--- src/rtl/gfau_pkg.sv ---
// ----------------------------------------------------------------------------
// GF(2^8) arithmetic unit package
// Operation codes, field constants, the carry-less multiply and the
// constant inverse table shared by the unit's files.
// ----------------------------------------------------------------------------
package gfau_pkg;

	localparam int unsigned ELEM_W = 8;
	localparam int unsigned NUM_ELEMS = 1 << ELEM_W;

	// x^8 + x^4 + x^3 + x + 1
	localparam logic [ELEM_W:0] GF_POLY = 9'h11b;
	localparam logic [ELEM_W-1:0] GF_TOP = 8'h80;
	localparam logic [ELEM_W-1:0] GF_ONE = 8'h01;

	typedef logic [ELEM_W-1:0] elem_t;

	typedef enum logic [1:0] {
		ACT_ADD = 2'd0,
		ACT_SUB = 2'd1,
		ACT_MUL = 2'd2,
		ACT_INV = 2'd3
	} action_t;

	typedef struct packed {
		elem_t result;
		logic  zero_inverse;
	} result_t;

	typedef elem_t inv_table_t [NUM_ELEMS];

	// Shift-and-add product; reduce whenever the multiplicand leaves bit 7.
	function automatic elem_t gf_mul(input elem_t a, input elem_t b);
		elem_t prod;
		elem_t sh;
		prod = '0;
		sh = a;
		for (int i = 0; i < ELEM_W; i++) begin
			if (b[i]) begin
				prod = prod ^ sh;
			end
			if ((sh & GF_TOP) != '0) begin
				sh = (sh << 1) ^ GF_POLY[ELEM_W-1:0];
			end else begin
				sh = sh << 1;
			end
		end
		return prod;
	endfunction

	// a^254 by square-and-multiply; only evaluated at elaboration.
	function automatic elem_t gf_pow254(input elem_t a);
		elem_t acc;
		elem_t sq;
		logic [ELEM_W-1:0] e;
		acc = GF_ONE;
		sq = a;
		e = 8'd254;
		for (int i = 0; i < ELEM_W; i++) begin
			if (e[i]) begin
				acc = gf_mul(acc, sq);
			end
			sq = gf_mul(sq, sq);
		end
		return acc;
	endfunction

	function automatic inv_table_t build_inv_table();
		inv_table_t tab;
		for (int i = 0; i < NUM_ELEMS; i++) begin
			tab[i] = gf_pow254(elem_t'(i));
		end
		return tab;
	endfunction

	localparam inv_table_t GF_INV_TABLE = build_inv_table();

endpackage

--- src/rtl/gfau_in_if.sv ---
// ----------------------------------------------------------------------------
// GF(2^8) unit input channel
// Valid/ready channel carrying one operation and two field elements.
// ----------------------------------------------------------------------------
interface gfau_in_if;
	logic             valid;
	logic             ready;
	gfau_pkg::action_t action;
	logic [7:0]       operand_a;
	logic [7:0]       operand_b;

	modport source (output valid, output action, output operand_a, output operand_b,
		input ready);
	modport sink (input valid, input action, input operand_a, input operand_b,
		output ready);
endinterface

--- src/rtl/gfau_out_if.sv ---
// ----------------------------------------------------------------------------
// GF(2^8) unit output channel
// Valid/ready channel carrying one result element and the zero-inverse flag.
// ----------------------------------------------------------------------------
interface gfau_out_if;
	logic       valid;
	logic       ready;
	logic [7:0] result;
	logic       zero_inverse;

	modport source (output valid, output result, output zero_inverse, input ready);
	modport sink (input valid, input result, input zero_inverse, output ready);
endinterface

--- src/rtl/gfau_alu.sv ---
// ----------------------------------------------------------------------------
// GF(2^8) operation logic
// Combinational add/subtract, multiply and inverse for one registered item.
// ----------------------------------------------------------------------------
module gfau_alu (
	input  gfau_pkg::action_t action,
	input  gfau_pkg::elem_t   operand_a,
	input  gfau_pkg::elem_t   operand_b,
	output gfau_pkg::result_t res
);
	import gfau_pkg::*;

	elem_t prod;
	elem_t inv;

	assign prod = gf_mul(operand_a, operand_b);
	assign inv  = GF_INV_TABLE[operand_a];

	always_comb begin
		res = '0;
		case (action)
			ACT_ADD, ACT_SUB: begin
				res.result = operand_a ^ operand_b;
			end
			ACT_MUL: begin
				res.result = prod;
			end
			ACT_INV: begin
				// zero has no inverse: flag it and return zero
				if (operand_a == '0) begin
					res.zero_inverse = 1'b1;
				end else begin
					res.result = inv;
				end
			end
			default: begin
				res = '0;
			end
		endcase
	end
endmodule

--- src/rtl/gf256_arithmetic_unit.sv ---
// ----------------------------------------------------------------------------
// GF(2^8) arithmetic unit
// Two-register pipeline around add, multiply and inverse over poly 0x11b.
// ----------------------------------------------------------------------------
// Each transfer on in_ch carries an operation (add, subtract, multiply or
// inverse of operand_a) and two bytes; exactly one transfer on out_ch follows
// it, in order. The unit takes one item per cycle while out_ch does not hold
// it back. The item is captured in the input register, the field logic
// (an eight-step carry-less multiply and a 256-entry constant inverse table)
// works on it combinationally, the answer is loaded into the result register
// and sits there until taken, and output valid rises once it is loaded.
// Add and subtract are both XOR. The inverse of zero returns 0 with
// zero_inverse set; the flag is 0 for every other item.
// Back-pressure on out_ch stalls the result register and then the input
// register, so at most two items are held inside.
// ----------------------------------------------------------------------------
module gf256_arithmetic_unit (
	input logic        clk,
	input logic        arst_n,
	gfau_in_if.sink    in_ch,
	gfau_out_if.source out_ch
);
	import gfau_pkg::*;

	// input register
	logic    valid_s1;
	action_t action_s1;
	elem_t   a_s1;
	elem_t   b_s1;

	// result register
	logic    valid_s2;
	result_t res_s2;

	result_t alu_res;
	logic    adv_s1;
	logic    adv_s2;
	logic    take_in;

	// Stage 2 can load when it is empty or its item leaves this cycle.
	assign adv_s2  = !valid_s2 || out_ch.ready;
	// Stage 1 can load when it is empty or its item moves on.
	assign adv_s1  = !valid_s1 || adv_s2;
	assign take_in = in_ch.valid && adv_s1;

	assign in_ch.ready = adv_s1;

	// Hold the input item while the result register is blocked.
	always_ff @(posedge clk or negedge arst_n) begin
		if (!arst_n) begin
			valid_s1 <= 1'b0;
		end else if (adv_s1) begin
			valid_s1 <= in_ch.valid;
		end
	end

	always_ff @(posedge clk) begin
		if (take_in) begin
			action_s1 <= in_ch.action;
			a_s1      <= in_ch.operand_a;
			b_s1      <= in_ch.operand_b;
		end
	end

	gfau_alu u_alu (
		.action    (action_s1),
		.operand_a (a_s1),
		.operand_b (b_s1),
		.res       (alu_res)
	);

	// Advance the computed answer into the result register; drop it on transfer.
	always_ff @(posedge clk or negedge arst_n) begin
		if (!arst_n) begin
			valid_s2 <= 1'b0;
		end else if (adv_s2) begin
			valid_s2 <= valid_s1;
		end
	end

	always_ff @(posedge clk) begin
		if (adv_s2 && valid_s1) begin
			res_s2 <= alu_res;
		end
	end

	assign out_ch.valid        = valid_s2;
	assign out_ch.result       = res_s2.result;
	assign out_ch.zero_inverse = res_s2.zero_inverse;

	// A flagged inverse always carries a zero result.
	a_zero_inv_result: assert property (@(posedge clk) disable iff (!arst_n)
		valid_s2 && res_s2.zero_inverse |-> res_s2.result == '0)
		else $error("zero_inverse set with nonzero result");

	// An accepted item lands in the input register.
	a_take_fills_s1: assert property (@(posedge clk) disable iff (!arst_n)
		take_in |=> valid_s1)
		else $error("accepted item lost before input register");

	// An item leaving the input register lands in the result register.
	a_s1_to_s2: assert property (@(posedge clk) disable iff (!arst_n)
		valid_s1 && adv_s2 |=> valid_s2)
		else $error("item lost between input and result register");

	// Input back-pressure only when both registers are full.
	a_ready_low_full: assert property (@(posedge clk) disable iff (!arst_n)
		!in_ch.ready |-> valid_s1 && valid_s2 && !out_ch.ready)
		else $error("input stalled while pipeline has room");
endmodule

--- src/flat_wrapper.sv ---
// flat-port wrapper written by rule: the top's interface ports become plain ports
module gf256_arithmetic_unit_flat import gfau_pkg::*;
  (clk, arst_n, in_ch_valid, in_ch_action, in_ch_operand_a, in_ch_operand_b, in_ch_ready, out_ch_valid, out_ch_result, out_ch_zero_inverse, out_ch_ready);
  gfau_in_if in_ch_i ();
  gfau_out_if out_ch_i ();
  input logic clk;
  input logic arst_n;
  input wire logic [$bits(in_ch_i.valid)-1:0] in_ch_valid;
  input wire logic [$bits(in_ch_i.action)-1:0] in_ch_action;
  input wire logic [$bits(in_ch_i.operand_a)-1:0] in_ch_operand_a;
  input wire logic [$bits(in_ch_i.operand_b)-1:0] in_ch_operand_b;
  output wire logic [$bits(in_ch_i.ready)-1:0] in_ch_ready;
  output wire logic [$bits(out_ch_i.valid)-1:0] out_ch_valid;
  output wire logic [$bits(out_ch_i.result)-1:0] out_ch_result;
  output wire logic [$bits(out_ch_i.zero_inverse)-1:0] out_ch_zero_inverse;
  input wire logic [$bits(out_ch_i.ready)-1:0] out_ch_ready;
  assign in_ch_i.valid = in_ch_valid;
  assign in_ch_i.action = in_ch_action;
  assign in_ch_i.operand_a = in_ch_operand_a;
  assign in_ch_i.operand_b = in_ch_operand_b;
  assign in_ch_ready = in_ch_i.ready;
  assign out_ch_valid = out_ch_i.valid;
  assign out_ch_result = out_ch_i.result;
  assign out_ch_zero_inverse = out_ch_i.zero_inverse;
  assign out_ch_i.ready = out_ch_ready;
  gf256_arithmetic_unit u_core (.clk(clk), .arst_n(arst_n), .in_ch(in_ch_i), .out_ch(out_ch_i));
endmodule
--- config.mk ---
export PLATFORM = sky130hd
export DESIGN_NAME = gf256_arithmetic_unit_flat
export DESIGN_NICKNAME = d
export VERILOG_FILES = /design/src/rtl/gfau_pkg.sv /design/src/rtl/gfau_in_if.sv /design/src/rtl/gfau_out_if.sv /design/src/rtl/gfau_alu.sv /design/src/rtl/gf256_arithmetic_unit.sv /design/src/flat_wrapper.sv
export SDC_FILE = /design/constraint.sdc
export NUM_CORES = 1
export LEC_CHECK = 0
export BUFFER_PORTS_ARGS = -buffer_cell sky130_fd_sc_hd__buf_2
export CORE_ASPECT_RATIO = 0.9
export CORE_UTILIZATION = 45
export CTS_BUF_LIST = sky130_fd_sc_hd__clkbuf_8
export CTS_CLUSTER_DIAMETER = 200
export DETAILED_ROUTE_END_ITERATION = 6
export GPL_TIMING_DRIVEN = 0
export MAX_ROUTING_LAYER = met4
export PLACE_DENSITY = 0.72
export SLEW_MARGIN = 30
export SYNTH_ARGS = -nofsm -noshare
export SYNTH_HDL_FRONTEND = slang
export SYNTH_SLANG_ARGS = --single-unit
--- constraint.sdc ---
create_clock -name clk -period 3.79 [get_ports clk]
set_input_delay 0.5685 -clock clk [delete_from_list [all_inputs] [get_ports clk]]
set_output_delay 0.5685 -clock clk [all_outputs]
set_load 0.01 [all_outputs]
Word-level counts from Yosys, hierarchy flattened:

Memory sizes are Yosys's and may differ from the RTL's.
Cells that the tools add are included.

* flip-flop bits (word level): 29
* bits in read-only memories: 2048
* bits of input ports: 22
* output and inout port bits: 11
* word-level logic and storage cells: 57
* memories kept: 1

* $lt $le $gt $ge: 1
* equality and inequality tests: 3
* multiplexer cells: 20
* bitwise gates (word level): 16
* reductions and logical operators: 9

Memories
* (name not given): depth 256, bits a word 8, read ports 1, clocked after Yosys merged registers in 0, write ports 0, line gfau_alu.sv:17 `assign inv = GF_INV_TABLE[operand_a];`

Operators by type and width (number)
* two-way mux 8 bit: 11
* XOR 8 bit: 8
* two-way mux 5 bit: 7
* NOT 4 bit: 7
* one-hot mux 8 bit (3 select lines): 1
* >= comparator 9 bit, second input constant: 1
* NOT 8 -> 9 bit: 1
* logical NOT 8 bit: 1
* equality test 2 bit, second input constant: 2
* equality test 2 x 1 -> 1 bit, second input constant: 1
* logical AND 1 bit: 2
* logical NOT 1 bit: 2
* logical NOT 2 bit: 1
* logical OR 1 bit: 2
* OR reduction 2 bit: 1
* two-way mux 1 bit: 1

Longest topological paths before layout:

* word-level depth: 17
* gate-level depth with buffers: 13
* depth with buffers taken out: 9

By module:

From an unflattened synthesis, not the netlist that was laid out.

* cell total of the unflattened synthesis: 816
* area total of the unflattened synthesis: 6054.6 µm²

By module, submodules not included
* gfau_alu: instances 1, cells an instance 781, area an instance 5139.9 µm², sequential area each 0.0 µm²
* gf256_arithmetic_unit: instances 1, cells an instance 35, area an instance 914.6 µm², sequential area each 860.8 µm²

Worst setup path after synthesis:

No wires, ideal clock.

* path kind: reg-to-reg
* start: register u_core.a_s1[0]
* end: register u_core.res_s2, in the netlist u_core.out_ch.result[1], data pin
* setup time: 0.267 ns
* data arrival time: 2.907 ns
* required time: 3.523 ns
* path slack: 0.616 ns
* cell stages (with the launch flop): 14
* buffers on the path: 4
* period minus slack after synthesis: 3.174 ns
* path through: edfxtp_1 > buf_2 > inv_1 > clkbuf_1 > ha_1 > clkbuf_1 > clkbuf_1 > or2_2 > a21oi_1 > a31oi_1 > a221oi_1 > a21oi_1 > a31oi_1 > o211ai_1

RTL lines
* start, declared: line gf256_arithmetic_unit.sv:28 `elem_t a_s1;`
* start signal, assigned: line gf256_arithmetic_unit.sv:60 `a_s1 <= in_ch.operand_a;`
* end signal, assigned: line gf256_arithmetic_unit.sv:83 `res_s2 <= alu_res;`
* end, declared: line gf256_arithmetic_unit.sv:33 `result_t res_s2;`

==> reports/qor.csv <==
metric,value,unit
die_h,108,µm
final_common_cell,nand2_1,
place_hpwl,23000,µm
ios,33,
synth_top_family_by_area,compound AO/OA/AOI/OAI gates,
drt_pass1_iterations,7,
cts.path.max_buffers,2,
cts_sinks,29,
r2r_slack,-0.12,ns
cp_cell_sequence,clkbuf_4 > buf_1 > buf_1 > o221ai_1 > a311oi_1 > a2111oi_2 > a211o_1,
wl,32800,µm
hold_path_class,in2async,
path_class,reg2reg,
synthXorXnorAreaFrac,14.4,%
grt-ovfl-total,0,
ant_nets,0,
post-place-cells,994,
cp_max_fo,10,
synthToLayoutAreaGrowth,8.95,%
crit_path_end_kind,register,
grt_pass1_vias,7180,
track_usage,51.7,%
antenna_found_initial,1,
grt_pass1_wl,46800,µm
rows,38,
peakVddDrop,0.312,mV
numCtsBuffers,5,
seq_area_frac_synth,15.2,%
async_flop_share,6.90,%
fmax,255,MHz
fin_ws,-0.125,ns
required,3.83,ns
core-area,12100,µm²
worst-endpoint-arrival,3.95,ns
path_clk_slew,0.07,ns
netlist_area,5650,µm²
grt_max_degree,19,
period_minus_slack,3.91,ns
cp-start-kind,register,
setup_viol,6,
synth_ff_type,edfxtp_1,
status,finished with violations,
insertion_delay,0.30,ns
drive_gt1_share,12.4,%
start_util,46.6,%
synthAdderAreaFrac,3.77,%
leakagePower,2.23,nW
ys_warn_count,0,
routabilityCongestion,1.18,
drv_cap,0,
power_per_cell_area,304,nW/µm²
worst_slew_pin_slew,1.16,ns
viasPerCell,7.90,
fin_skew,0.0115,ns
final_cell_mix,"102 x nand2_1, 67 x a21oi_1, 62 x buf_2",
syn_avg_cell_area,7.04,µm²
drtIter0Drc,2008,
cts_root_buf,clkbuf_8,
crit_top_cell,buf_1,
synth_compound_area_share,32.1,%
num_vias,7897,
fin_crit_sh,103,%
tns,-0.391,ns
slowest_stage,a311oi_1,
hold_viol_final,0,
maxSlewHeadroom,22.8,%
synthesis.instances,802,
finalMaxSlewViolations,0,
drc,77,
fin_nets,876,
ys_types,65,
fin_util,50.7,%
wire_per_inst,32.9,µm
violations,"design-rule violations, negative setup slack",
cts_tree,yes,
synth_mux_area_share,1.11,%
cpPeakStageDelay,0.77,ns
h-tree-depth,2,
synth_nets,841,
io_buffers,32,
die-area,13000,µm²
layout.cells.non_filler,999,
synth-edff-count,27,
synth_simple_gate_area_share,25.3,%
ys_seq_elements,29,
die_x,120,µm
==> report_power, final <==
part | internal (mW) | switching (mW)
clock | 0.142 | 0.126
combinational | 0.415 | 0.779
sequential | 0.389 | 0.0153
total | 0.947 | 0.921
==> worst paths after layout <==
path	start	endpoint	cells past startpoint
worst max-delay path	u_core.a_s1[6]$_DFFE_PP_	u_core.out_ch.result[4]$_DFFE_PP_	7
worst min register to register	u_core.valid_s1$_DFFE_PN0N_	u_core.out_ch.valid$_DFFE_PN0P_	1
min in group clk	in_ch_operand_b[6]	u_core.b_s1[6]$_DFFE_PP_	1
max in group asynchronous	arst_n	u_core.out_ch.valid$_DFFE_PN0P_	1
worst min-delay path	arst_n	u_core.valid_s1$_DFFE_PN0N_	1
worst max register to register	u_core.a_s1[6]$_DFFE_PP_	u_core.out_ch.result[4]$_DFFE_PP_	7
==> metrics by stage <==
step | hold slack (ns) | instance area (µm²) | total power [mW] | setup slack [ns]
detailed placement | 0.360 | 6010 | 1.49 | -0.845
floorplan | 0.273 | 5650 | 1.15 | 0.616
finish | 0.0397 | 6150 | 1.87 | -0.125
global placement | 0.356 | 6010 | 1.50 | -1.14
CTS | 0.0437 | 6120 | 1.76 | 0.0277
global route | 0.0364 | 6150 | 1.90 | -0.0479
==> layout make-up <==
cell class                 count  area [µm²]
timing repair buffer          33         168
antenna                        1        2.50
tap                          160         200
multi-input combinational    667        4370
clock inverter                 2        7.51
inverter                      15        60.1
clock buffer                   6        82.6
sequential                    29         861
buffer                        86         399
fill                        1199        5970
==> cell usage after synthesis, drive strengths merged, types with 18 or more instances <==
master  count  area (µm²)
nor2b      27         169
nor3       35         175
xor2       18         165
buf        45         228
nand3      20         100
clkbuf     46         173
nand2     102         383
nand2b     20         125
xnor2      49         437
edfxtp     27         811
nor2       51         191
o21ai      54         270
a211oi     22         165
a21oi      67         335
==> state kept, by name, indices dropped and copies added (netlist names) <==
name                        cells
u_core.out_ch.zero_inverse      1
u_core.valid_s1                 1
u_core.b_s1                     8
u_core.a_s1                     8
u_core.out_ch.valid             1
u_core.action_s1                2
u_core.out_ch.result            8
==> critical path, delay by kind of cell (launching register included) <==
family | cells | cell delay (ns)
buf+inv | 3 | 1.70
compound gates | 4 | 1.54
flops | 1 | 0.40
==> routing by layer <==
metal	global-route usage, %	up-vias	share of wire (%)
li1	-	3030	-
met1	61.3	3601	35
met2	66.2	964	36
met3	31.2	302	20
met4	28.2	0	9.2
met5	-	-	0
==> timing repair <==
action	in CTS	in global routing
pin swaps	0	1
setup endpoints to repair	8	7
setup buffers	1	0
endpoints found under the hold margin	0	0
hold buffers	0	0
resized for setup	8	21
==> logic make-up (layout without fill, tap and decap cells) <==
group,Yosys count,count (layout)
other,0,1
XOR/XNOR,76,76
multiplexers,5,5
adder cells (fa/ha/maj),17,17
buffers and inverters,106,142
AO/OA/AOI/OAI,271,271
flip-flops,29,29
AND/OR/NAND/NOR,298,298
Power figures use the tool's default switching activity.
